**src/design/fdd_pkg.sv**
```systemverilog
`default_nettype none
package fdd_pkg;

   // command codes
   localparam logic [1:0] CMD_PAIR   = 2'd0;
   localparam logic [1:0] CMD_INT    = 2'd1;
   localparam logic [1:0] CMD_SCALED = 2'd2;

   // symbol code for the minus sign
   localparam logic [3:0] SYM_MINUS = 4'd10;

   // number range limits on the magnitude
   localparam logic [19:0] NEG_MAX_MAG = 20'd999;
   localparam logic [19:0] POS_MAX_MAG = 20'd9999;
   localparam logic [19:0] DIV_MIN_MAG = 20'd10;

   // reciprocal of ten in 16 fraction bits, exact for magnitudes up to 9999
   localparam logic [12:0] RECIP_TEN = 13'd6554;
   localparam int          RECIP_SHIFT = 16;

   localparam int MAG_W = 14;

   typedef struct packed {
      logic [1:0]         command;
      logic [2:0]         device;
      logic               line;
      logic [6:0]         left_pair;
      logic [6:0]         right_pair;
      logic signed [19:0] value;
   } req_type;

   typedef struct packed {
      logic [2:0] target_device;
      logic [2:0] position;
      logic [3:0] symbol;
      logic       decimal_point;
      logic       last;
   } rsp_type;

   // classified command waiting for the digit sequencer
   typedef struct packed {
      logic [2:0]       device;
      logic             line;
      logic             neg;
      logic             div10;
      logic [MAG_W-1:0] mag;
      logic [3:0]       dp_mask;
   } job_type;

   // weight of a display column: 1000, 100, 10, 1
   function automatic logic [MAG_W-1:0] place_weight(input logic [1:0] col);
      logic [MAG_W-1:0] w;
      begin
         unique case (col)
            2'd3: w = 14'd1000;
            2'd2: w = 14'd100;
            2'd1: w = 14'd10;
            default: w = 14'd1;
         endcase
         return w;
      end
   endfunction

endpackage
`default_nettype wire

```
**src/design/fdd_front.sv**
```systemverilog
`default_nettype none
module fdd_front (
   input  fdd_pkg::req_type req_i,
   input  logic             show_dot_i,
   output logic             keep_o,
   output fdd_pkg::job_type job_o
);
   import fdd_pkg::*;

   logic        is_neg;
   logic [19:0] mag20;
   logic [6:0]  lp_mod;
   logic [6:0]  rp_mod;
   logic [MAG_W-1:0] pair_val;

   always_comb begin
      is_neg = req_i.value[19];
      mag20  = is_neg ? (~req_i.value + 20'd1) : req_i.value;

      // pairs above 99 drop their hundreds
      lp_mod = (req_i.left_pair  >= 7'd100) ? (req_i.left_pair  - 7'd100) : req_i.left_pair;
      rp_mod = (req_i.right_pair >= 7'd100) ? (req_i.right_pair - 7'd100) : req_i.right_pair;
      pair_val = ({7'd0, lp_mod} << 6) + ({7'd0, lp_mod} << 5) + ({7'd0, lp_mod} << 2)
               + {7'd0, rp_mod};

      keep_o         = 1'b0;
      job_o.device   = req_i.device;
      job_o.line     = req_i.line;
      job_o.neg      = 1'b0;
      job_o.div10    = 1'b0;
      job_o.mag      = mag20[MAG_W-1:0];
      job_o.dp_mask  = {1'b0, show_dot_i, 2'b00};

      unique case (req_i.command)
         CMD_PAIR: begin
            keep_o        = 1'b1;
            job_o.mag     = pair_val;
            job_o.dp_mask = 4'b0100;
         end
         CMD_INT: begin
            keep_o    = is_neg ? (mag20 <= NEG_MAX_MAG) : (mag20 <= POS_MAX_MAG);
            job_o.neg = is_neg;
            if (is_neg) begin
               job_o.dp_mask = {2'b00, show_dot_i, 1'b0};
            end
         end
         CMD_SCALED: begin
            keep_o = (mag20 <= POS_MAX_MAG);
            if (is_neg) begin
               if (mag20 >= DIV_MIN_MAG) begin
                  job_o.neg     = 1'b1;
                  job_o.div10   = 1'b1;
                  job_o.dp_mask = {2'b00, show_dot_i, 1'b0};
               end else begin
                  // rounds toward zero to a plain zero
                  job_o.mag = '0;
               end
            end
         end
         default: begin
            keep_o = 1'b0;
         end
      endcase
   end

endmodule
`default_nettype wire

```
**src/design/fdd_queue.sv**
```systemverilog
`default_nettype none
module fdd_queue #(
   parameter int DEPTH = 2
) (
   input  logic             clock,
   input  logic             reset,
   input  logic             push_i,
   output logic             full_o,
   input  fdd_pkg::job_type data_i,
   input  logic             pop_i,
   output logic             empty_o,
   output fdd_pkg::job_type data_o
);
   import fdd_pkg::*;

   localparam int PTR_W = (DEPTH > 1) ? $clog2(DEPTH) : 1;
   localparam int CNT_W = $clog2(DEPTH + 1);

   job_type          mem_ff [DEPTH];
   logic [PTR_W-1:0] wr_ptr_ff, wr_ptr_in;
   logic [PTR_W-1:0] rd_ptr_ff, rd_ptr_in;
   logic [CNT_W-1:0] count_ff, count_in;
   logic             do_push, do_pop;

   assign full_o  = (count_ff == CNT_W'(DEPTH));
   assign empty_o = (count_ff == '0);
   assign data_o  = mem_ff[rd_ptr_ff];
   assign do_push = push_i && !full_o;
   assign do_pop  = pop_i && !empty_o;

   always_comb begin
      wr_ptr_in = wr_ptr_ff;
      rd_ptr_in = rd_ptr_ff;
      count_in  = count_ff;
      if (do_push) begin
         wr_ptr_in = (wr_ptr_ff == PTR_W'(DEPTH - 1)) ? '0 : wr_ptr_ff + 1'b1;
      end
      if (do_pop) begin
         rd_ptr_in = (rd_ptr_ff == PTR_W'(DEPTH - 1)) ? '0 : rd_ptr_ff + 1'b1;
      end
      if (do_push && !do_pop) begin
         count_in = count_ff + 1'b1;
      end else if (do_pop && !do_push) begin
         count_in = count_ff - 1'b1;
      end
   end

   always_ff @(posedge clock) begin
      if (reset) begin
         wr_ptr_ff <= '0;
         rd_ptr_ff <= '0;
         count_ff  <= '0;
      end else begin
         wr_ptr_ff <= wr_ptr_in;
         rd_ptr_ff <= rd_ptr_in;
         count_ff  <= count_in;
      end
   end

   always_ff @(posedge clock) begin
      if (do_push) begin
         mem_ff[wr_ptr_ff] <= data_i;
      end
   end

endmodule
`default_nettype wire

```
**src/design/fdd_back.sv**
```systemverilog
`default_nettype none
module fdd_back (
   input  logic             clock,
   input  logic             reset,
   input  logic             job_empty_i,
   input  fdd_pkg::job_type job_i,
   output logic             job_pop_o,
   output logic             rsp_empty,
   input  logic             rsp_pop,
   output fdd_pkg::rsp_type rsp_data
);
   import fdd_pkg::*;

   logic             busy_ff, busy_in;
   logic [1:0]       col_ff, col_in;
   logic [MAG_W-1:0] rem_ff, rem_in;
   job_type          job_ff, job_in;
   logic             out_valid_ff, out_valid_in;
   rsp_type          out_ff, out_in;

   logic             advance, finishing, load;
   logic [3:0]       digit;
   logic [MAG_W-1:0] sub;
   logic [MAG_W-1:0] multiple;
   logic [MAG_W+12:0] prod;
   logic [MAG_W-1:0] load_mag;

   // one digit per cycle unless stalled, top digit first, by compare to nine multiples
   always_comb begin
      digit = 4'd0;
      sub   = '0;
      for (int k = 1; k <= 9; k++) begin
         multiple = MAG_W'(place_weight(col_ff) * k);
         if (rem_ff >= multiple) begin
            digit = 4'(k);
            sub   = multiple;
         end
      end
   end

   assign prod     = job_i.mag * RECIP_TEN;
   assign load_mag = job_i.div10 ? MAG_W'(prod >> RECIP_SHIFT) : job_i.mag;

   assign advance   = busy_ff && (!out_valid_ff || rsp_pop);
   assign finishing = advance && (col_ff == 2'd0);
   assign load      = !job_empty_i && (!busy_ff || finishing);
   assign job_pop_o = load;
   assign rsp_empty = !out_valid_ff;
   assign rsp_data  = out_ff;

   always_comb begin
      busy_in      = busy_ff;
      col_in       = col_ff;
      rem_in       = rem_ff;
      job_in       = job_ff;
      out_valid_in = out_valid_ff;
      out_in       = out_ff;

      if (out_valid_ff && rsp_pop) begin
         out_valid_in = 1'b0;
      end
      if (advance) begin
         out_valid_in         = 1'b1;
         out_in.target_device = job_ff.device;
         out_in.position      = {job_ff.line, col_ff};
         out_in.symbol        = (col_ff == 2'd3 && job_ff.neg) ? SYM_MINUS : digit;
         out_in.decimal_point = job_ff.dp_mask[col_ff];
         out_in.last          = (col_ff == 2'd0);
         col_in               = col_ff - 2'd1;
         rem_in               = rem_ff - sub;
      end
      if (finishing) begin
         busy_in = 1'b0;
      end
      if (load) begin
         busy_in = 1'b1;
         col_in  = 2'd3;
         rem_in  = load_mag;
         job_in  = job_i;
      end
   end

   always_ff @(posedge clock) begin
      if (reset) begin
         busy_ff      <= 1'b0;
         out_valid_ff <= 1'b0;
      end else begin
         busy_ff      <= busy_in;
         out_valid_ff <= out_valid_in;
      end
   end

   always_ff @(posedge clock) begin
      col_ff <= col_in;
      rem_ff <= rem_in;
      job_ff <= job_in;
      out_ff <= out_in;
   end

endmodule
`default_nettype wire

```
**src/design/four_digit_display_formatter.sv**
```systemverilog
`default_nettype none
// four digit display formatter: each accepted command word turns into four digit
// words for one row of a seven-segment chip, columns 3 down to 0, the fourth with
// last set. command 0 shows two pairs with a dot after the left pair, command 1 an
// integer in -999..9999 (minus sign and three digits when negative), command 2 a
// hundredths value where negatives are divided by ten toward zero. out-of-range
// values and command 3 are taken and produce no words. the digit sequencer emits
// one column per cycle while the result register can take it, and loads the next
// command as it finishes the last column. a short queue lets new commands enter
// while the sequencer works, and the result register lets the sequencer run ahead
// of pop by one word. show_dot is written through the csr channel, always ready
module four_digit_display_formatter #(
   parameter int QUEUE_DEPTH = 2
) (
   input  logic             clock,
   input  logic             reset,
   // command words
   input  logic             req_push,
   output logic             req_full,
   input  fdd_pkg::req_type req_data,
   // digit words
   output logic             rsp_empty,
   input  logic             rsp_pop,
   output fdd_pkg::rsp_type rsp_data,
   // show_dot register
   input  logic             csr_valid,
   output logic             csr_ready,
   input  logic             csr_data
);
   import fdd_pkg::*;

   logic    show_dot_ff, show_dot_in;
   logic    keep;
   job_type front_job;
   job_type q_job;
   logic    q_full, q_empty, q_pop;

   // config register, single bit, no index
   assign csr_ready   = 1'b1;
   assign show_dot_in = (csr_valid && csr_ready) ? csr_data : show_dot_ff;

   always_ff @(posedge clock) begin
      if (reset) begin
         show_dot_ff <= 1'b0;
      end else begin
         show_dot_ff <= show_dot_in;
      end
   end

   // front: range check, sign handling, pair packing
   fdd_front u_front (
      .req_i      (req_data),
      .show_dot_i (show_dot_ff),
      .keep_o     (keep),
      .job_o      (front_job)
   );

   // dropped commands are still taken while the queue is not full, they just never reach the queue
   assign req_full = q_full;

   fdd_queue #(
      .DEPTH (QUEUE_DEPTH)
   ) u_queue (
      .clock   (clock),
      .reset   (reset),
      .push_i  (req_push && keep),
      .full_o  (q_full),
      .data_i  (front_job),
      .pop_i   (q_pop),
      .empty_o (q_empty),
      .data_o  (q_job)
   );

   // back: digit sequencer and result register
   fdd_back u_back (
      .clock       (clock),
      .reset       (reset),
      .job_empty_i (q_empty),
      .job_i       (q_job),
      .job_pop_o   (q_pop),
      .rsp_empty   (rsp_empty),
      .rsp_pop     (rsp_pop),
      .rsp_data    (rsp_data)
   );

   // last marks column 0 and nothing else
   assert property (@(posedge clock) disable iff (reset)
      !rsp_empty |-> (rsp_data.last == (rsp_data.position[1:0] == 2'd0)))
      else $error("last flag on wrong column");

   // minus sign only in the leftmost column
   assert property (@(posedge clock) disable iff (reset)
      (!rsp_empty && rsp_data.symbol == SYM_MINUS) |-> (rsp_data.position[1:0] == 2'd3))
      else $error("minus sign outside leftmost column");

   // no symbol code beyond the minus sign
   assert property (@(posedge clock) disable iff (reset)
      !rsp_empty |-> (rsp_data.symbol <= SYM_MINUS))
      else $error("symbol code out of range");

   // a popped word that is not last is followed by the next column of the same row
   assert property (@(posedge clock) disable iff (reset)
      (!rsp_empty && rsp_pop && !rsp_data.last) |=>
         (rsp_empty || rsp_data.position == $past(rsp_data.position) - 3'd1))
      else $error("column order broken");

endmodule
`default_nettype wire
```
**config.mk**
```make
export PLATFORM = sky130hd
export DESIGN_NAME = four_digit_display_formatter
export DESIGN_NICKNAME = d
export VERILOG_FILES = /design/src/design/fdd_pkg.sv /design/src/design/fdd_front.sv /design/src/design/fdd_queue.sv /design/src/design/fdd_back.sv /design/src/design/four_digit_display_formatter.sv
export SDC_FILE = /design/constraint.sdc
export NUM_CORES = 1
export LEC_CHECK = 0
export BUFFER_PORTS_ARGS = -buffer_cell sky130_fd_sc_hd__buf_2
export CORE_MARGIN = 3
export CORE_UTILIZATION = 42
export CTS_BUF_LIST = sky130_fd_sc_hd__clkbuf_8
export DETAILED_ROUTE_END_ITERATION = 10
export GPL_TIMING_DRIVEN = 0
export SETUP_SLACK_MARGIN = 0.1
export SYNTH_ARGS = -nofsm -noshare
export SYNTH_HDL_FRONTEND = slang
export SYNTH_SLANG_ARGS = --single-unit
```
**constraint.sdc**
```tcl
create_clock -name clock -period 13.2 [get_ports clock]
set_input_delay 1.32 -clock clock [delete_from_list [all_inputs] [get_ports clock]]
set_output_delay 1.32 -clock clock [all_outputs]
set_load 0.02 [all_outputs]
```
**After elaboration in Yosys (flattened, before gate mapping)**

Memory sizes are Yosys's and may differ from the RTL's. A register that Yosys moved wholly into a read port is not among the register bits.
Cells that the tools add are included.

- Flip-flop bits (word level): 44
- Memory bits (writable): 48
- Output and inout port bits: 15
- Memories kept: 1
- Bits in read-only memories: 0
- Logic and storage cells: 135
- Latch bits: 0

- Multiplexer cells: 50
- Shifts and indexed selects: 0
- Equal/unequal tests: 6
- Add/sub/neg operators: 12
- Multiply operators: 6
- Magnitude comparators: 15
- Divide/modulo/power cells: 0
- Reduce and logical (&&, ||, !) cells: 26
- Bitwise logic cells: 1

Memory list:

| name | depth | bits a word | read ports | clocked after Yosys merged registers in | write ports | RTL line | text |
|---|---|---|---|---|---|---|---|
| u_queue.mem_ff | 2 | 24 | 1 | 1 | 1 | fdd_queue.sv:19 | `job_type mem_ff [DEPTH];` |

Operator list:

| operator | count |
|---|---|
| two-way mux 14 bit | 13 |
| >= comparator 14 bit | 5 |
| two-way mux 20 bit | 2 |
| case mux 10 bit (3 select lines) | 1 |
| case mux 14 bit (2 select lines) | 1 |
| multiplier 10 x 3 -> 13 bit (second input constant) | 2 |
| multiplier 14 x 12 -> 26 bit (second input constant) | 1 |
| multiplier 10 x 2 -> 12 bit (second input constant) | 2 |
| adder 20 x 1 -> 20 bit (second input constant) | 1 |
| >= comparator 20 x 4 -> 1 bit (second input constant) | 1 |
| <= comparator 20 x 10 -> 1 bit (second input constant) | 1 |
| <= comparator 20 x 14 -> 1 bit (second input constant) | 1 |
| inverter 20 bit | 1 |
| two-way mux 3 bit | 6 |
| adder 13 x 12 -> 14 bit | 1 |
| adder 14 x 7 -> 14 bit | 1 |
| adder 14 x 9 -> 14 bit | 1 |
| >= comparator 14 x 10 -> 1 bit | 1 |
| >= comparator 14 x 11 -> 1 bit | 1 |
| >= comparator 14 x 12 -> 1 bit | 1 |
| >= comparator 14 x 13 -> 1 bit | 1 |
| >= comparator 7 bit (second input constant) | 2 |
| multiplier 10 x 4 -> 14 bit (second input constant) | 1 |
| two-way mux 1 bit | 14 |
| 20 further kinds | 54 |

**Depth between registers and ports, before layout**

Gate-level depths: netlist (run 1).

- Word-level depth: 15
- Depth in mapped cells: 29
- Gate-level depth less buffers: 27

**Cells and area by module**

A second synthesis (run 1) with hierarchy kept.

- Cell total of the unflattened synthesis: 1253
- Area total of the unflattened synthesis: 11661.2 sq um

By module, submodules not included:

| module | times used | seq. area each (sq um) | area each (sq um) | cells an instance |
|---|---|---|---|---|
| fdd_back | 1 | 1131.1 | 7696.1 | 873 |
| fdd_front | 1 | 0.0 | 1969.4 | 274 |
| fdd_queue | 1 | 1541.5 | 1944.4 | 100 |
| four_digit_display_formatter | 1 | 20.0 | 51.3 | 6 |

**Least setup slack after synthesis (run 1)**

OpenSTA, ideal clock, no wires.

- Kind: reg2reg
- From: register (tool-made name)
- To: register u_back.rem_ff[3], data pin
- Buffers on the path: 3
- Period minus slack after synthesis: 6.211 ns
- Slack: 6.989 ns
- Data arrival time: 5.940 ns
- Stages on the path, launching flop included: 21
- Cell sequence: dfxtp_1 clkbuf_1 clkbuf_1 buf_1 mux2i_1 inv_1 ha_1 inv_1 fa_1 fa_1 inv_1 fa_1 fa_1 ha_1 a211o_1 nor4_1 nor3_1 or4_1 and3_1 a211oi_1 a21oi_1

RTL lines:

| item | RTL line | text |
|---|---|---|
| to (signal assigned) | fdd_back.sv:95 | `rem_ff <= rem_in;` |
| to (decl) | fdd_back.sv:16 | `logic [MAG_W-1:0] rem_ff, rem_in;` |

**Worst setup path in the final report (run 1)**

- From: register u_back.col_ff[0]
- To: register u_back.rem_ff[13], data pin

- Longest elaborated chain between the ends: 15

Ends and longest elaborated chain:

| item | RTL line | text |
|---|---|---|
| from (decl) | fdd_back.sv:15 | `logic [1:0] col_ff, col_in;` |
| from (signal assigned) | fdd_back.sv:94 | `col_ff <= col_in;` |
| parallel branches: the longest is 14 deep, another holds >= comparator 14 bit | - |  |
| two-way mux 14 bit (*) | fdd_back.sv:75 | `if (load) begin` |
| named net u_back.rem_in[13] | fdd_back.sv:16 |  |

Mark *: on every way through the listed nets, which the timed path passes. The select of a mux whose other input is x is not followed.
A chain may end at the register's enable or synchronous reset.

==> flow_summary.toml, run 1 <==
[outcome]
outcome = "finished clean"

[logic_synthesis]
synthArstFlopShare = 0
syn_nets = 1541
synth_top_family_by_area = "adder cells"
synth_simple_gate_area_frac = 0.127
synth_ff_type = "edfxtp_1"
synth.most_common_cell = "ha_1"
synth_compound_area_frac = 0.183
synth_cell_types = 78
ys_warn_count = 0
synthTopCellsByCount = "218 x ha_1, 139 x inv_1, 83 x nand2_1"
synth_top_cell_by_area = "ha_1"
synth_mux_area_frac = 0.0363
ys_ff_latch = 87
synth_area_sq_um = 11400
synth_top_area_share = 0.239
syn_inst = 1221
synth_edf_count = 77
seq_area_frac_synth = 0.220
synth_xor_area_frac = 0.0368
syn_avg_cell_area_sq_um = 9.35
synthAdderAreaFrac = 0.338
synthTopCellsByArea = "ha_1 24%, edfxtp_1 20%, fa_1 9.8%"

[critical_path]
reg2reg_depth = 24
crit_path_max_incr_delay_ps = 810
required_ps = 13290
crit_arrival_ps = 8270
cp_max_fo = 11
r2r-start = "u_back.col_ff[0]"
path_class = "reg2reg"
path_buf_inv = 2
r2r-end = "u_back.rem_ff[13]"
rrSetupSlack_ps = 5020
endpoint_kind = "flop"
cpLargestDelayFamily = "compound AO/OA/AOI/OAI gates"
slowest_stage = "a311oi_1"
path_cells = "inv_1, ha_1, clkbuf_1, nor2_1, o21bai_1, fa_1, xor2_1, ha_1, and3_1, a221oi_1, o211ai_1, a311oi_1, nand2b_1, o21ai_0, a22oi_1, ha_1, nor2b_1, o31a_1, nor4_1, o31ai_1, o41ai_1, o21ai_0, xnor2_1, o21ai_0"
critPathLaunchType = "flop"

[drt]
vias = 9492
dr.pass1.iters = 6
wire_per_inst_microns = 18.5
wl_microns = 30200
first_iter_violations = 704
vias_per_cell = 5.82
drc_errors = 0
ant_nets = 0

[floorplanning]
start_util = 0.433
core-area_sq_um = 26400
pin_count = 61
chipHeight_microns = 171
die_area_sq_um = 29200
rows = 59
fp.dieW_microns = 171

[sta]
worst_pin_slew_ps = 1070
grt_setup_unrepaired = "false"
slew_viol_final = 0
skew_ps = 13.7
tns_ps = 0
period_minus_slack_ps = 8180
relSlewSlack = 0.286
setup_viol = 0
max_freq_ghz = 0.122
fin_crit_sh = 0.620
final_hold_viol_count = 0

[global_route]
grt_usage = 0.212
grt_max_degree = 23
grt_pass1_vias = 9392
grt_first_pass_wirelength_microns = 49500
antenna_found_initial = 0
overflow = 0

[cts]
cts_tree = "yes"
clk_path_buf_depth = 2
holdBufCountCts = 0
cts_resized = 0
insertion_delay_ps = 380
clock-root-buffer = "clkbuf_8"
cts_max_level = 3
cts_setup_buffers = 0
clock_sinks = 87
cts_buffers = 9
clk_pin_slew_ps = 100

[layout]
final_core_util = 0.470
drive_above_1_share = 0.0896
nNetsFinal = 1610
area_delta_synth_final_pct = 8.50
antenna-diode-count = 0

[place]
hpwlAfterDp_microns = 24700
portBuffers = 57
place_congestion = 0.956

[worst_hold_path]
holdPathEnd = "u_back.rsp_data[10]"
holdPathStages = 0
hold_start = "u_back.job_ff[22]"
hp-class = "reg2reg"

[flow_run]
maxCapViolCount = 0
worst max-delay path by stage:
stage                          start                end  slack [ps]  depth (start not counted)
finish              u_back.col_ff[0]  u_back.rem_ff[13]        5020                         24
global route        u_back.col_ff[0]  u_back.rem_ff[13]        4320                         24
CTS                 u_back.col_ff[0]  u_back.rem_ff[13]        5150                         24
detailed placement  u_back.col_ff[0]  u_back.rem_ff[13]        5180                         24
global placement    u_back.col_ff[0]  u_back.rem_ff[13]        5130                         24
floorplan                       flop   u_back.rem_ff[3]        6990                         20
logic make-up after synthesis:
group,Yosys count
other cells,1
flops,87
simple gates,284
compound gates,312
buf+inv,176
xor+xnor,48
fa+ha+maj,275
mux,38
worst reg2reg max path, stage by stage, from the launching register on:
cell	delay, ps
dfxtp_1	510
inv_1	320
ha_1	440
clkbuf_1	330
nor2_1	420
o21bai_1	140
fa_1	420
xor2_1	220
ha_1	280
and3_1	180
a221oi_1	570
o211ai_1	240
a311oi_1	810
nand2b_1	340
o21ai_0	330
a22oi_1	180
ha_1	300
nor2b_1	140
o31a_1	280
nor4_1	320
o31ai_1	200
o41ai_1	480
o21ai_0	210
xnor2_1	150
o21ai_0	80
metal layers:
| metal | up-vias | global-route usage | routed length (microns) |
|---|---|---|---|
| li1 | 4620 | - | - |
| met1 | 4592 | 0.304 | 14500 |
| met2 | 240 | 0.341 | 13600 |
| met3 | 40 | 0.0247 | 1450 |
| met4 | 0 | 0.0577 | 627 |
| met5 | - | 0 | 0 |
stage by stage:
step	instance area, sq um	setup slack [ps]	hold WS, ps	std cells
floorplan	11400	6990	400	1221
global route	12400	4320	451	1630
finish	12400	5020	426	1630
CTS	12400	5150	432	1630
global placement	12100	5130	403	1613
detailed placement	12100	5180	406	1614
cells in the final DEF, fill, tap and decap left out, types with 20 or more instances in the layout:
cell type and count:
a21oi_1 76, xnor2_1 31, o21ai_0 54, clkbuf_1 28, nand3_1 24, nor2_1 62, fa_1 56, ha_1 218
a31oi_1 20, buf_2 57, mux2_2 23, edfxtp_1 77, inv_1 139, nand2_1 83
sequential cells by signal, summed over array words and instances, names as in the netlist, named ones only:
name,cells
u_back.rem_ff,14
u_queue.mem_ff,44
u_queue.wr_ptr_ff,1
u_queue.rd_ptr_ff,1
show_dot_ff,1
u_queue.count_ff,2
u_back.busy_ff,1
u_back.col_ff,2
u_back.rsp_data,12
u_back.out_valid_ff,1
u_back.job_ff,7
area by class of cell:
class	count	area [sq um]
fill	2545	14000
tap	335	419
multi-input combinational	958	8230
inverter	143	537
clock inverter	6	97.6
clock buffer	10	138
sequential	87	2510
timing repair buffer	58	313
buffer	33	135
Power of run 1 is left out: the tool's default activity adds up to more than one toggle a clock period on the data nets, which glitch-free logic cannot reach.
==> inputs of run 2 (changes only) <==
- clock period: 13.2 -> 8.23 ns (I/O delays scaled with it)
==> flow_summary.toml, run 2 (synthesis gave the netlist of run 1 again) <==
[floorplanning]
core-area_sq_um = 26400
chipHeight_microns = 171
fp.dieW_microns = 171
start_util = 0.433
pin_count = 61
rows = 59
die_area_sq_um = 29200

[layout]
multi_input_area_sq_um = 8260
largest_reg_flops = 44
antenna-diode-count = 0
final_cell_mix = "218 x ha_1, 139 x inv_1, 83 x nand2_1, 77 x edfxtp_1, 76 x a21oi_1"
top_register = "u_queue.mem_ff"
fillerInstances = 2541
drive_above_1_share = 0.0927
reg_top3 = "u_queue.mem_ff (44), u_back.rem_ff (14), u_back.rsp_data (12)"
mostFrequentLayoutCell = "ha_1"
seq_area_sq_um = 2510
fin_area_sq_um = 12400
nNetsFinal = 1610
area_delta_synth_final_pct = 8.74

[sta]
grt_setup_unrepaired = "false"
fin_crit_sh = 0.915
max_freq_ghz = 0.133
slew_viol_final = 0
final_hold_viol_count = 0
period_minus_slack_ps = 7530
tns_ps = 0
relSlewSlack = 0.282
setup_viol = 0
worst_pin_slew_ps = 1080
skew_ps = 13.2

[critical_path]
reg2reg_depth = 24
cp_max_fo = 11
endpoint_kind = "flop"
crit_arrival_ps = 7620
required_ps = 8320
critPathLaunchType = "flop"
r2r-start = "u_back.col_ff[0]"
path_class = "reg2reg"
crit_start = "u_back.col_ff[0]"

[drt]
drc_errors = 0
vias = 9478
wire_per_inst_microns = 18.5
first_iter_violations = 680
ant_nets = 0
vias_per_cell = 5.81
wl_microns = 30200
dr.pass1.iters = 6

[cts]
clk_pin_slew_ps = 90
cts_buffers = 9
cts_max_level = 3
holdBufCountCts = 0
cts_tree = "yes"
clock-root-buffer = "clkbuf_8"
cts_setup_buffers = 0
insertion_delay_ps = 380
cts_resized = 0
clock_sinks = 87
clk_path_buf_depth = 2

[place]
place_congestion = 0.956
hpwlAfterDp_microns = 24700
place_area_sq_um = 12100
portBuffers = 57

[global_route]
grt_first_pass_wirelength_microns = 49500
grt_pass1_vias = 9392
grt_max_degree = 23
overflow = 0
grt_usage = 0.212
antenna_found_initial = 0

[worst_hold_path]
hp-class = "reg2reg"
hold_start = "u_back.job_ff[22]"
holdPathStages = 0

[flow_run]
maxCapViolCount = 0

[outcome]
outcome = "finished clean"
run 2: cell counts in the layout (fill, tap and decap cells not counted):
No cell type changed its count.
run 2: worst max-delay path: stages, from the launching register on:
cell and delay, ps:
dfxtp_1 510, inv_1 320, ha_1 430, clkbuf_1 330, nor2_2 310, o21bai_1 120, fa_1 420, xor2_1 230
ha_1 290, a21o_1 170, a221oi_2 450, o211ai_1 260, a311oi_4 480, nand2b_1 260, o21ai_0 310, a22oi_1 180
ha_1 300, nor2b_1 140, o31a_1 280, nor4_1 320, o31ai_1 210, o41ai_1 480, o21ai_0 210, xnor2_1 150
o21ai_0 80
run 2: per-stage QoR:
stage / utilization / setup slack [ps] / std cells / hold slack [ps]
CTS: 0.470 / 177 / 1630 / 432
floorplan: - / 2020 / 1221 / 400
finish: 0.471 / 699 / 1630 / 426
global route: 0.471 / 177 / 1630 / 451
detailed placement: 0.461 / 211 / 1614 / 406
global placement: 0.460 / 159 / 1613 / 403
run 2: area by class of cell:
type                    instances  area share
multi-input cells             958       0.665
flip-flops and latches         87       0.202
inverters                     143      0.0433
well taps                     335      0.0338
repair buffers                 58      0.0252
clock buffers                  10      0.0111
plain buffers                  33      0.0110
clock inverters                 6     0.00786
run 2: path summary, 6_finish.rpt:
path,slack (ps),to
worst max-delay path,700,u_back.rem_ff[13]
worst min-delay path,430,u_back.rsp_data[10]
worst max register to register,700,u_back.rem_ff[13]
worst min register to register,430,u_back.rsp_data[10]
run 2: layer usage:
metal | global-route usage | vias to the layer above | wire length (microns)
met3 | 0.0247 | 46 | 1350
li1 | - | 4620 | -
met4 | 0.0577 | 0 | 686
met1 | 0.304 | 4552 | 14600
met5 | 0 | - | 0
met2 | 0.341 | 260 | 13500
Power of run 2 is left out for the same reason.
